==> src/sv/catis_pkg.sv <==
// Shared constants for the cell array to index stream block.
package catis_pkg;

    typedef logic [1:0] cell_kind_t;

    localparam cell_kind_t KIND_VERTICES = 2'd0;
    localparam cell_kind_t KIND_LINES    = 2'd1;
    localparam cell_kind_t KIND_POLYGONS = 2'd2;
    localparam cell_kind_t KIND_STRIPS   = 2'd3;

    typedef logic [1:0] cfg_index_t;

    localparam cfg_index_t REG_CELL_KIND     = 2'd0;
    localparam cfg_index_t REG_STRIP_JOIN    = 2'd1;
    localparam cfg_index_t REG_RESTART_INDEX = 2'd2;

    localparam logic JOIN_RESTART    = 1'b0;
    localparam logic JOIN_DEGENERATE = 1'b1;

    localparam int          VALUE_W       = 32;
    localparam logic [31:0] RESTART_RESET = 32'h0000_FFFF;

endpackage

==> src/sv/cell_array_to_index_stream_core.sv <==
// Top level: converts a cell connectivity array into a GPU index stream.
//
// Cell connectivity entries (a point count followed by that many point ids)
// enter one beat at a time on s_*; indices leave on m_* one beat at a time.
// An entry is parsed combinationally once it lands in the input register,
// and its zero, one or two indices go into a two-slot result register. While
// m_ready stays high, a new entry is accepted every cycle after one that
// yields one index or none; one that yields two (line segments, degenerate
// strip joins) holds the next back while both leave, one by one, on the
// one-index-wide result channel. While a result waits on m_ready the input
// register takes one more entry and then holds s_ready low.
// Configuration writes (cfg_*) are taken every cycle and must only be issued
// while the block is idle; array_start on an entry restarts the parser.
module cell_array_to_index_stream_core #(
    parameter int INDEX_BITS = 32
) (
    input  logic                      aclk,
    input  logic                      aresetn,
    // configuration writes
    input  logic                      cfg_valid,
    output logic                      cfg_ready,
    input  catis_pkg::cfg_index_t     cfg_index,
    input  logic [31:0]               cfg_data,
    // connectivity entries
    input  logic                      s_valid,
    output logic                      s_ready,
    input  logic [31:0]               s_entry_value,
    input  logic                      s_array_start,
    // index stream
    output logic                      m_valid,
    input  logic                      m_ready,
    output logic [31:0]               m_index_out,
    output logic                      m_is_restart,
    output logic                      m_last
);
    import catis_pkg::*;

    localparam int ID_W = (INDEX_BITS < VALUE_W) ? INDEX_BITS : VALUE_W;

    // configuration
    cell_kind_t        cell_kind_reg;
    logic              strip_join_reg;
    logic [31:0]       restart_index_reg;

    // input register
    logic              in_valid_reg;
    logic [31:0]       in_value_reg;
    logic              in_start_reg;

    // parser state
    logic [31:0]       points_left_reg, points_left_next;
    logic              expect_count_reg, expect_count_next;
    logic              first_cell_reg, first_cell_next;
    logic              first_point_reg, first_point_next;
    logic [ID_W-1:0]   prev_point_reg, prev_point_next;

    // result pair register
    logic              pair_valid_reg;
    logic              pair_two_reg;
    logic              pair_sel_reg;
    logic              pair_rst_reg;
    logic [31:0]       pair_val0_reg;
    logic [31:0]       pair_val1_reg;

    // parse results
    logic              eff_expect, eff_first_cell, eff_first_point;
    logic [31:0]       eff_points;
    logic [ID_W-1:0]   eff_prev;
    logic [ID_W-1:0]   id;
    logic [31:0]       id_ext, prev_ext;
    logic [31:0]       points_dec;
    logic              emit_one, emit_two, emit_rst;
    logic [31:0]       emit_val0, emit_val1;

    logic              m_fire, pair_free, consume;

    assign cfg_ready = 1'b1;

    always_ff @(posedge aclk) begin
        if (!aresetn) begin
            cell_kind_reg     <= KIND_VERTICES;
            strip_join_reg    <= JOIN_RESTART;
            restart_index_reg <= RESTART_RESET;
        end else if (cfg_valid) begin
            unique case (cfg_index)
                REG_CELL_KIND:     cell_kind_reg     <= cfg_data[1:0];
                REG_STRIP_JOIN:    strip_join_reg    <= cfg_data[0];
                REG_RESTART_INDEX: restart_index_reg <= cfg_data;
                default: ;
            endcase
        end
    end

    assign m_fire    = m_valid && m_ready;
    assign pair_free = !pair_valid_reg || (m_fire && m_last);
    assign consume   = in_valid_reg && pair_free;
    assign s_ready   = !in_valid_reg || consume;

    always_ff @(posedge aclk) begin
        if (!aresetn) begin
            in_valid_reg <= 1'b0;
        end else if (s_ready) begin
            in_valid_reg <= s_valid;
        end
    end

    always_ff @(posedge aclk) begin
        if (s_valid && s_ready) begin
            in_value_reg <= s_entry_value;
            in_start_reg <= s_array_start;
        end
    end

    // array_start replaces the parser state by its reset values for this beat
    always_comb begin
        eff_expect      = in_start_reg || expect_count_reg;
        eff_first_cell  = in_start_reg || first_cell_reg;
        eff_first_point = in_start_reg || first_point_reg;
        eff_points      = in_start_reg ? '0 : points_left_reg;
        eff_prev        = in_start_reg ? '0 : prev_point_reg;
    end

    assign id         = in_value_reg[ID_W-1:0];
    assign id_ext     = 32'(id);
    assign prev_ext   = 32'(eff_prev);
    assign points_dec = eff_points - 32'd1;

    always_comb begin
        points_left_next  = eff_points;
        expect_count_next = eff_expect;
        first_cell_next   = eff_first_cell;
        first_point_next  = eff_first_point;
        prev_point_next   = eff_prev;
        emit_one          = 1'b0;
        emit_two          = 1'b0;
        emit_rst          = 1'b0;
        emit_val0         = id_ext;
        emit_val1         = id_ext;
        if (eff_expect) begin
            points_left_next = in_value_reg;
            first_point_next = 1'b1;
            if (cell_kind_reg == KIND_STRIPS && strip_join_reg == JOIN_RESTART &&
                !eff_first_cell) begin
                emit_one  = 1'b1;
                emit_rst  = 1'b1;
                emit_val0 = restart_index_reg;
            end
            // an empty cell closes at once
            if (in_value_reg == 32'd0) begin
                expect_count_next = 1'b1;
                first_cell_next   = 1'b0;
            end else begin
                expect_count_next = 1'b0;
            end
        end else begin
            case (cell_kind_reg)
                KIND_VERTICES: emit_one = 1'b1;
                KIND_LINES: begin
                    if (!eff_first_point) begin
                        emit_one  = 1'b1;
                        emit_two  = 1'b1;
                        emit_val0 = prev_ext;
                    end
                end
                KIND_POLYGONS: emit_one = (eff_points <= 32'd3);
                default: begin
                    emit_one = 1'b1;
                    emit_two = (strip_join_reg == JOIN_DEGENERATE) &&
                               ((eff_first_point && !eff_first_cell) ||
                                eff_points == 32'd1);
                end
            endcase
            prev_point_next  = id;
            first_point_next = 1'b0;
            points_left_next = points_dec;
            if (points_dec == 32'd0) begin
                expect_count_next = 1'b1;
                first_cell_next   = 1'b0;
            end
        end
    end

    always_ff @(posedge aclk) begin
        if (!aresetn) begin
            points_left_reg  <= '0;
            expect_count_reg <= 1'b1;
            first_cell_reg   <= 1'b1;
            first_point_reg  <= 1'b1;
            prev_point_reg   <= '0;
        end else if (consume) begin
            points_left_reg  <= points_left_next;
            expect_count_reg <= expect_count_next;
            first_cell_reg   <= first_cell_next;
            first_point_reg  <= first_point_next;
            prev_point_reg   <= prev_point_next;
        end
    end

    always_ff @(posedge aclk) begin
        if (!aresetn) begin
            pair_valid_reg <= 1'b0;
            pair_sel_reg   <= 1'b0;
        end else if (consume && emit_one) begin
            pair_valid_reg <= 1'b1;
            pair_sel_reg   <= 1'b0;
        end else if (m_fire) begin
            if (m_last) begin
                pair_valid_reg <= 1'b0;
            end else begin
                pair_sel_reg <= 1'b1;
            end
        end
    end

    always_ff @(posedge aclk) begin
        if (consume && emit_one) begin
            pair_two_reg  <= emit_two;
            pair_rst_reg  <= emit_rst;
            pair_val0_reg <= emit_val0;
            pair_val1_reg <= emit_val1;
        end
    end

    assign m_valid      = pair_valid_reg;
    assign m_index_out  = pair_sel_reg ? pair_val1_reg : pair_val0_reg;
    assign m_is_restart = pair_rst_reg && !pair_sel_reg;
    assign m_last       = !pair_two_reg || pair_sel_reg;

endmodule

==> config.mk <==
export PLATFORM = sky130hd
export DESIGN_NAME = cell_array_to_index_stream_core
export DESIGN_NICKNAME = d
export VERILOG_FILES = /design/src/sv/catis_pkg.sv /design/src/sv/cell_array_to_index_stream_core.sv
export SDC_FILE = /design/constraint.sdc
export NUM_CORES = 1
export LEC_CHECK = 0
export ABC_AREA = 1
export BUFFER_PORTS_ARGS = -buffer_cell sky130_fd_sc_hd__buf_2
export CAP_MARGIN = 10
export CORE_ASPECT_RATIO = 1.5
export CORE_MARGIN = 2
export CORE_UTILIZATION = 40
export CTS_CLUSTER_DIAMETER = 120
export DETAILED_ROUTE_END_ITERATION = 8
export PLACE_DENSITY = 0.7
export REMOVE_ABC_BUFFERS = 1
export SYNTH_ARGS = -nofsm -noshare
export SYNTH_HDL_FRONTEND = slang
export SYNTH_SLANG_ARGS = --single-unit
==> constraint.sdc <==
create_clock -name aclk -period 6.1 [get_ports aclk]
set_clock_uncertainty 0.1 [all_clocks]
set_input_delay 0.305 -clock aclk [delete_from_list [all_inputs] [get_ports aclk]]
set_output_delay 0.305 -clock aclk [all_outputs]
set_load 0.05 [all_outputs]
==> impl_metrics.csv, run 1 <==
group,metric,value,unit
sta,relSlewSlack,32.0,%
place,place_congestion,0.975,
sta,layout_min_cycle_time,3470,ps
sta,fmax,288,MHz
logic_synthesis,synthAdderAreaFrac,0.635,%
die,die_h,196,um
worst_setup_path,r2r-start,"in_start_reg",
place,placed_area,10700,um2
worst_setup_path,critPathSlowestCell,"edfxtp_1",
hold_path,min_path_type,"in -> reg",
clock_tree,clk_pin_slew,60,ps
clock_tree,clock_path_buffers,3,
worst_setup_path,worstSetupPathType,"reg -> reg",
sta,fin_crit_sh,56.9,%
global_routing,grt_pass1_wl,47.2,mm
clock_tree,cts_max_level,1,
worst_setup_path,cp_max_fo,33,
place,portBuffers,107,
logic_synthesis,synth_xor_xnor_area_share,0.178,%
clock_tree,insertion_delay,500,ps
cells_and_area,drive_gt1_share,14.2,%
routing,drc,0,
die,num_rows,70,
logic_synthesis,synth_compound_area_share,15.5,%
logic_synthesis,yosys_register_bits,204,
sta,whs,-2.56,ps
outcome,outcome,"finished, violations left",
worst_setup_path,startpoint_type,"flop",
logic_synthesis,synth_cell_types,36,
worst_setup_path,reg2reg_depth,10,
clock_tree,cts_tree,"built",
logic_synthesis,ys_warn_count,0,
cells_and_area,final_common_cell,"nand2_1",
clock_tree,cts_root_buffer,"clkbuf_16",
logic_synthesis,synth_top_family_by_area,"simple AND/OR/NAND/NOR gates",
worst_setup_path,required,6150,ps
power_and_ir_drop,leakagePower,5.40,nW
clock_tree,cts_sinks,204,
routing,vias,9184,
hold_path,hold_path_end,"in_valid_reg",
clock_tree,cts_resized,0,
job,drv_cap,0,
cells_and_area,stdcell_area,12000,um2
clock_tree,cts_made_buffers,20,
logic_synthesis,synth.mux.area_fraction,0,%
die,die_area,25900,um2
outcome,violations,"negative hold slack",
routing,vias_per_cell,5.25,
cells_and_area,syn2layout_area_growth,21.8,%
cells_and_area,nNetsFinal,1489,
place,dp_hpwl,20.3,mm
logic_synthesis,synth-simple-area-share,25.4,%
die,initial_core_util,40.6,%
hold_path,hp-start,"s_valid",
worst_setup_path,r2r-end,"pair_val0_reg[19]",
global_routing,grt-ovfl-total,0,
logic_synthesis,syn_area,9850,um2
sta,hold_violations,1,
global_routing,track_usage,23.0,%
global_routing,grt_pass1_vias,8867,
global_routing,grt_max_degree,95,
clock_tree,post_cts_buffers,0,
worst_setup_path,crit_chain,"inv_2 -> buf_4 -> o21ai_2 -> nand2_1 -> nor2_4 -> nand4_1 -> o21ai_0 -> a21oi_1 -> nor2_4 -> buf_4",
die,fp.coreArea,24300,um2
die,ioPinCount,109,
routing,ant_nets,0,
sta,worst_pin_slew,1020,ps
routing,first_iter_violations,715,
routing,wl_per_cell,17.5,um
cells_and_area,mostFrequentLayoutCells,"nand2_1 (313), nor2_1 (177), o21ai_0 (155)",
worst_setup_path,worstPathArrival,3520,ps
power_and_ir_drop,power_density,275,nW/um2
routing,first_pass_iters,6,
logic_synthesis,syn-mean-instance-area,7.79,um2
worst_setup_path,slowest_delay,500,ps
logic_synthesis,synthCells,1265,
worst_setup_path,crit_path_end_kind,"flop",
sta,rsz0062_at_grt,"no",
die,die_w,132,um
sta,setup_viol,0,
global_routing,grt_antenna_before_repair,0,
logic_synthesis,yosysSeqAreaShare,51.5,%
cells_and_area,n_antenna_cell,0,
power_and_ir_drop,ir_worst_vdd,0.161,mV
sta,slew_viol_final,0,
routing,wirelength,30.6,mm
hold_path,worstHoldPathCells,3,
worst_setup_path,rrSetupSlack,2630,ps
through the flow:
step	power (mW)	worst slack, ps	util [%]	std cells	TNS (ps)
global placement	2.00	2730	43.9	1649	0
floorplan	1.84	-712	-	1202	-48050
finish	3.30	2630	49.5	1750	0
detailed placement	2.00	2680	43.9	1649	0
global route	3.43	2330	49.5	1750	0
CTS	3.32	2670	49.5	1750	0
synth_stat cells:
library cell / instances / area share, %
nand3_4: 1 / 0.18
xor2_1: 1 / 0.089
o211ai_1: 1 / 0.076
ha_1: 5 / 0.64
nor2_2: 10 / 0.64
or2_2: 1 / 0.064
nand3b_1: 5 / 0.38
o21ai_1: 10 / 0.51
nor4_1: 6 / 0.38
conb_1: 1 / 0.038
buf_2: 3 / 0.15
nand3_1: 51 / 2.6
inv_2: 7 / 0.27
buf_4: 1 / 0.076
nand2_1: 313 / 12
o32ai_1: 1 / 0.089
clkinv_1: 2 / 0.076
nor3_1: 6 / 0.30
nor2_4: 5 / 0.57
buf_1: 5 / 0.19
o21a_1: 1 / 0.076
clkbuf_1: 50 / 1.9
o21ai_0: 155 / 7.9
o21bai_1: 5 / 0.38
inv_1: 95 / 3.6
o22ai_1: 36 / 2.3
nor2_1: 180 / 6.9
nand2_4: 2 / 0.23
nand4_1: 11 / 0.70
xnor2_1: 1 / 0.089
edfxtp_1: 99 / 30
o21ai_2: 8 / 0.71
nand2_2: 9 / 0.57
dfxtp_1: 105 / 21
buf_6: 4 / 0.46
a21oi_1: 69 / 3.5
kinds of logic (layout without fill, tap and decap cells):
group           Yosys count  count (layout)
other cells               1               1
xor+xnor                  2               2
buf+inv                 167             328
simple gates            600             600
compound gates          286             286
flops                   204             204
fa+ha+maj                 5               5
final cells by class:
cell class / instances / area [um2]
fillers: 2354 / 12300
clock inverters: 9 / 97.6
repair buffers: 188 / 1310
multi-input cells: 894 / 4140
well taps: 324 / 405
inverters: 104 / 390
flip-flops and latches: 204 / 5070
clock buffers: 27 / 588
critical path, delay by kind of cell (launching register included):
kind                   cells  cell delay, ps
flip-flops                 1             500
AO/OA/AOI/OAI              3             440
AND/OR/NAND/NOR            4             950
buffers and inverters      3            1110
worst max path at each step:
stage            startpoint                 to  slack [ps]  depth (start not counted)
2_1_floorplan  in_start_reg       pair_rst_reg        -710                          3
3_3_place_gp   in_start_reg  pair_val0_reg[19]        2730                         10
3_5_place_dp   in_start_reg  pair_val0_reg[19]        2680                         10
4_1_cts        in_start_reg  pair_val1_reg[17]        2670                         10
5_1_grt        in_start_reg     first_cell_reg        2330                         18
6_report       in_start_reg  pair_val0_reg[19]        2630                         10
layer usage:
layer,share of wire [%],GRT usage (%),wire (um)
met3,4.9,2.38,1510
met2,53,43.8,16300
met4,3.3,9.30,1020
met5,0,0,0
met1,39,26.0,11800
repair_timing:
action                                  CTS  global route
hold buffers                             65             0
endpoints found under the setup margin    0             0
hold endpoints to repair                 65             0
where the power goes:
group	switching (mW)	internal [mW]
Clock	0.524	0.762
Combinational	0.311	0.161
Sequential	0.0465	1.49
Power figures use the tool's default switching activity.
==> run 2, diff against run 1 <==
==> constraint.sdc (replaced) <==
create_clock -name aclk -period 3.4 [get_ports aclk]
set_clock_uncertainty 0.1 [all_clocks]
set_input_delay 0.17 -clock aclk [delete_from_list [all_inputs] [get_ports aclk]]
set_output_delay 0.17 -clock aclk [all_outputs]
set_load 0.05 [all_outputs]
==> impl_metrics.csv, run 2 (synthesized netlist as in run 1, its figures left out) <==
group,metric,value,unit
outcome,outcome,"finished clean",
power_and_ir_drop,fin_total_pwr,5.79,mW
routing,drc,0,
cells_and_area,finish.utilization,49.7,%
place,dp_hpwl,21.1,mm
routing,wirelength,30.9,mm
worst_setup_path,critPathSlowestCell,"edfxtp_1",
die,die_h,196,um
clock_tree,clock_path_buffers,3,
worst_setup_path,worstSetupPathType,"reg -> reg",
die,num_rows,70,
sta,tns,0,ps
worst_setup_path,worstPathArrival,3020,ps
cells_and_area,nNetsFinal,1502,
die,initial_core_util,40.6,%
global_routing,grt-ovfl-total,0,
worst_setup_path,crit_chain,"inv_2 -> buf_4 -> nand2_1 -> nand2_1 -> nor2_1 -> nand4_1 -> o21ai_0 -> a21oi_1 -> nor2_4 -> buf_4",
cells_and_area,drive_gt1_share,14.5,%
die,fp.coreArea,24300,um2
sta,relSlewSlack,46.1,%
worst_setup_path,crit_path_end_kind,"flop",
hold_path,min_path_type,"in -> reg",
routing,ant_nets,0,
worst_setup_path,startpoint_type,"flop",
sta,fmax,337,MHz
place,dp_slack,521,ps
global_routing,track_usage,23.4,%
clock_tree,cts_tree,"built",
sta,worst_slack,434,ps
cells_and_area,mostFrequentLayoutCells,"nand2_1 (313), nor2_1 (177), o21ai_0 (155)",
routing,first_iter_violations,769,
power_and_ir_drop,ir_worst_vdd,0.314,mV
die,die_w,132,um
global_routing,grt_pass1_wl,48.0,mm
place,place_congestion,0.987,
clock_tree,cts_root_buffer,"clkbuf_16",
routing,vias_per_cell,5.21,
cells_and_area,nFillCells,2386,
global_routing,grt_pass1_vias,9026,
sta,layout_min_cycle_time,2970,ps
die,die_area,25900,um2
clock_tree,cts_max_level,1,
cells_and_area,final_common_cell,"nand2_1",
place,portBuffers,107,
sta,rsz0062_at_grt,"no",
cells_and_area,syn2layout_area_growth,22.4,%
sta,hold_violations,0,
routing,first_pass_iters,5,
worst_setup_path,required,3460,ps
sta,worst_pin_slew,808,ps
global_routing,grt_antenna_before_repair,1,
clock_tree,clk_pin_slew,70,ps
power_and_ir_drop,power_density,480,nW/um2
die,ioPinCount,109,
cells_and_area,n_antenna_cell,0,
routing,wl_per_cell,17.5,um
clock_tree,cts_resized,0,
clock_tree,insertion_delay,500,ps
global_routing,grt_max_degree,50,
clock_tree,post_cts_buffers,0,
clock_tree,cts_made_buffers,20,
sta,setup_viol,0,
sta,fin_crit_sh,87.2,%
sta,slew_viol_final,0,
clock_tree,cts_sinks,204,
power_and_ir_drop,leakagePower,5.43,nW
worst_setup_path,cp_max_fo,27,
routing,vias,9184,
worst_setup_path,slowest_delay,510,ps
job,drv_cap,0,
run 2: cell count changes in the layout (fill, tap and decap cells not counted):
| cell | delta |
|---|---|
| bufinv_16 | -2 |
| inv_4 | +1 |
| clkinv_2 | -1 |
| dlygate4sd3_1 | +6 |
| buf_4 | +7 |
| clkinv_1 | -1 |
| clkbuf_1 | +3 |
run 2: worst paths after layout:
| path | cells after the start | start | slack, ps | endpoint |
|---|---|---|---|---|
| worst max-delay path | 10 | in_start_reg | 430 | pair_val1_reg[21] |
| worst min-delay path | 5 | aresetn | 60 | prev_point_reg[22] |
| worst max register to register | 10 | in_start_reg | 430 | pair_val1_reg[21] |
| worst min register to register | 2 | restart_index_reg[15] | 360 | restart_index_reg[15] |
run 2: critical path, delay by kind of cell (launching register included):
kind            cells  cell delay [ps]
compound gates      2              300
flops               1              510
simple gates        5              950
buf+inv             3              730
run 2: per-stage QoR:
step / instances / hold WS (ps) / area [um2]
detailed placement: 1656 / 248 / 10700
CTS: 1763 / 58.4 / 12100
global route: 1763 / 96.6 / 12100
finish: 1763 / 57.3 / 12100
floorplan: 1202 / 139 / 9580
global placement: 1656 / 246 / 10700
run 2: power by group:
group          internal [mW]  total (mW)  leakage (nW)  switching, mW
registers               2.68        2.76          1.78         0.0817
clock network           1.22        2.17         0.318          0.943
logic                  0.298       0.863          3.33          0.565
total                   4.20        5.79          5.43           1.59
run 2: metal layers:
layer | global-route usage [%] | wire, um | vias up
met5 | 0 | 0 | -
met4 | 10.3 | 1260 | 0
met3 | 3.07 | 1660 | 71
met2 | 43.7 | 16100 | 294
met1 | 26.5 | 11800 | 4294
li1 | - | - | 4525
run 2: what timing repair did:
action | 4_1_cts | 5_1_grt
hold buffers | 71 | 0
endpoints found under the setup margin | 0 | 0
endpoints found under the hold margin | 70 | 0
run 2: cell type report:
type | instances | area (um2) | share of cell area (%)
flip-flops and latches | 204 | 5070 | 42.1
multi-input cells | 894 | 4140 | 34.3
repair buffers | 201 | 1420 | 11.8
clock buffers | 30 | 599 | 4.97
well taps | 324 | 405 | 3.36
inverters | 104 | 390 | 3.24
clock inverters | 6 | 35.0 | 0.291
==> run 3, diff against run 2 <==
--- a/config.mk
+++ b/config.mk
@@ -8,12 +8,15 @@
 export ABC_AREA = 1
 export BUFFER_PORTS_ARGS = -buffer_cell sky130_fd_sc_hd__buf_2
 export CAP_MARGIN = 10
+export CELL_PAD_IN_SITES_DETAIL_PLACEMENT = 0
+export CELL_PAD_IN_SITES_GLOBAL_PLACEMENT = 1
 export CORE_ASPECT_RATIO = 1.5
 export CORE_MARGIN = 2
 export CORE_UTILIZATION = 40
 export CTS_CLUSTER_DIAMETER = 120
+export CTS_CLUSTER_SIZE = 20
 export DETAILED_ROUTE_END_ITERATION = 8
-export PLACE_DENSITY = 0.7
+export PLACE_DENSITY = 0.86
 export REMOVE_ABC_BUFFERS = 1
 export SYNTH_ARGS = -nofsm -noshare
 export SYNTH_HDL_FRONTEND = slang
==> impl_metrics.csv, run 3 (synthesized netlist as in run 1, its figures left out) <==
group,metric,value,unit
outcome,outcome,"finished clean",
routing,vias_per_cell,5.22,
die,ioPinCount,109,
sta,relSlewSlack,25.6,%
cells_and_area,syn2layout_area_growth,20.4,%
clock_tree,cts_made_buffers,14,
worst_setup_path,required,3440,ps
sta,layout_min_cycle_time,2870,ps
place,place_congestion,0.926,
routing,drc,0,
worst_setup_path,cp_max_fo,68,
die,die_w,132,um
die,num_rows,70,
clock_tree,clk_pin_slew,100,ps
worst_setup_path,reg2reg_depth,10,
clock_tree,clock_path_buffers,3,
sta,worst_slack,532,ps
clock_tree,cts_resized,0,
worst_setup_path,startpoint_type,"flop",
global_routing,grt_pass1_vias,9053,
global_routing,grt_max_degree,69,
place,dp_hpwl,20.7,mm
routing,first_iter_violations,777,
clock_tree,cts_root_buffer,"clkbuf_16",
cells_and_area,mostFrequentLayoutCells,"nand2_1 (313), nor2_1 (177), o21ai_0 (155)",
sta,setup_viol,0,
sta,fin_crit_sh,84.4,%
sta,worst_pin_slew,1120,ps
power_and_ir_drop,leakagePower,5.31,nW
power_and_ir_drop,ir_worst_vdd,0.296,mV
die,die_h,196,um
routing,wirelength,30.9,mm
cells_and_area,multi_input_area,4140,um2
global_routing,grt_antenna_before_repair,0,
routing,ant_nets,0,
place,portBuffers,107,
hold_path,min_path_type,"in -> reg",
cells_and_area,area.sequential,5070,um2
clock_tree,ctsHoldBuffers,73,
place,dp_slack,568,ps
job,drv_cap,0,
clock_tree,cts_tree,"built",
sta,whs,216,ps
die,fp.coreArea,24300,um2
global_routing,grt-ovfl-total,0,
sta,rsz0062_at_grt,"no",
cells_and_area,final_common_cell,"nand2_1",
sta,fmax,349,MHz
die,initial_core_util,40.6,%
global_routing,grt_pass1_wl,48.5,mm
worst_setup_path,worstPathArrival,2910,ps
cells_and_area,nNetsFinal,1492,
cells_and_area,drive_gt1_share,13.1,%
global_routing,track_usage,23.6,%
sta,slew_viol_final,0,
die,die_area,25900,um2
routing,vias,9114,
clock_tree,cts_max_level,1,
clock_tree,cts_sinks,204,
sta,tns,0,ps
worst_setup_path,worstSetupPathType,"reg -> reg",
worst_setup_path,crit_path_end_kind,"flop",
routing,wl_per_cell,17.7,um
cells_and_area,n_antenna_cell,0,
sta,hold_violations,0,
hold_path,worstHoldPathCells,5,
power_and_ir_drop,power_density,448,nW/um2
clock_tree,post_cts_buffers,0,
power_and_ir_drop,fin_total_pwr,5.31,mW
cells_and_area,finish.utilization,48.9,%
clock_tree,insertion_delay,490,ps
routing,first_pass_iters,5,
cells_and_area,nFillCells,2405,
run 3: cell types whose count changed in the layout (fill, tap and decap cells not counted):
cell	change
buf_12	+3
buf_4	-9
clkbuf_1	+3
clkbuf_16	-6
clkbuf_8	-4
clkinv_2	-4
dlygate4sd3_1	+2
inv_12	+1
inv_4	-1
inv_6	-1
run 3: worst max-delay path, cell delays in order, from the launching register on:
cell      delay (ps)
edfxtp_1         500
inv_2            180
buf_12           230
nand2_1          220
nand2_1          100
nor2_1           170
nand4_1          170
o21ai_0          200
a21oi_1          130
nor2_4           120
buf_12           330
run 3: path summary, 6_finish.rpt:
path                         from                    to  slack (ps)
min reg2reg  restart_index_reg[5]  restart_index_reg[5]         370
max                  in_start_reg     pair_val1_reg[12]         530
min                  cfg_index[0]  restart_index_reg[1]         220
max reg2reg          in_start_reg     pair_val1_reg[12]         530
run 3: where the power goes:
group | total, mW | switching, mW | internal [mW] | leakage [nW]
Combinational | 0.850 | 0.550 | 0.300 | 3.32
Sequential | 2.76 | 0.0882 | 2.68 | 1.78
Clock | 1.70 | 0.862 | 0.836 | 0.202
Total | 5.31 | 1.50 | 3.81 | 5.31
run 3: routing by layer:
| metal | track usage (%) | wire (um) | vias to the layer above |
|---|---|---|---|
| met2 | 42.3 | 15800 | 290 |
| met3 | 2.09 | 1440 | 70 |
| met1 | 29.1 | 12500 | 4267 |
| met5 | 0 | 0 | - |
| li1 | - | - | 4487 |
| met4 | 9.82 | 1200 | 0 |
run 3: per-stage QoR:
stage / instance area [um2] / cells
after floorplan: 9580 / 1202
after global placement: 10700 / 1650
after detailed placement: 10700 / 1650
after CTS: 11900 / 1747
after global routing: 11900 / 1747
final: 11900 / 1747
run 3: layout make-up:
cell class | instances | share of cell area [%]
Multi-Input combinational cell | 894 | 34.9
Clock buffer | 23 | 3.42
Sequential cell | 204 | 42.8
Inverter | 104 | 3.29
Clock inverter | 1 | 0.137
Tap cell | 324 | 3.42
Timing Repair Buffer | 197 | 12.1
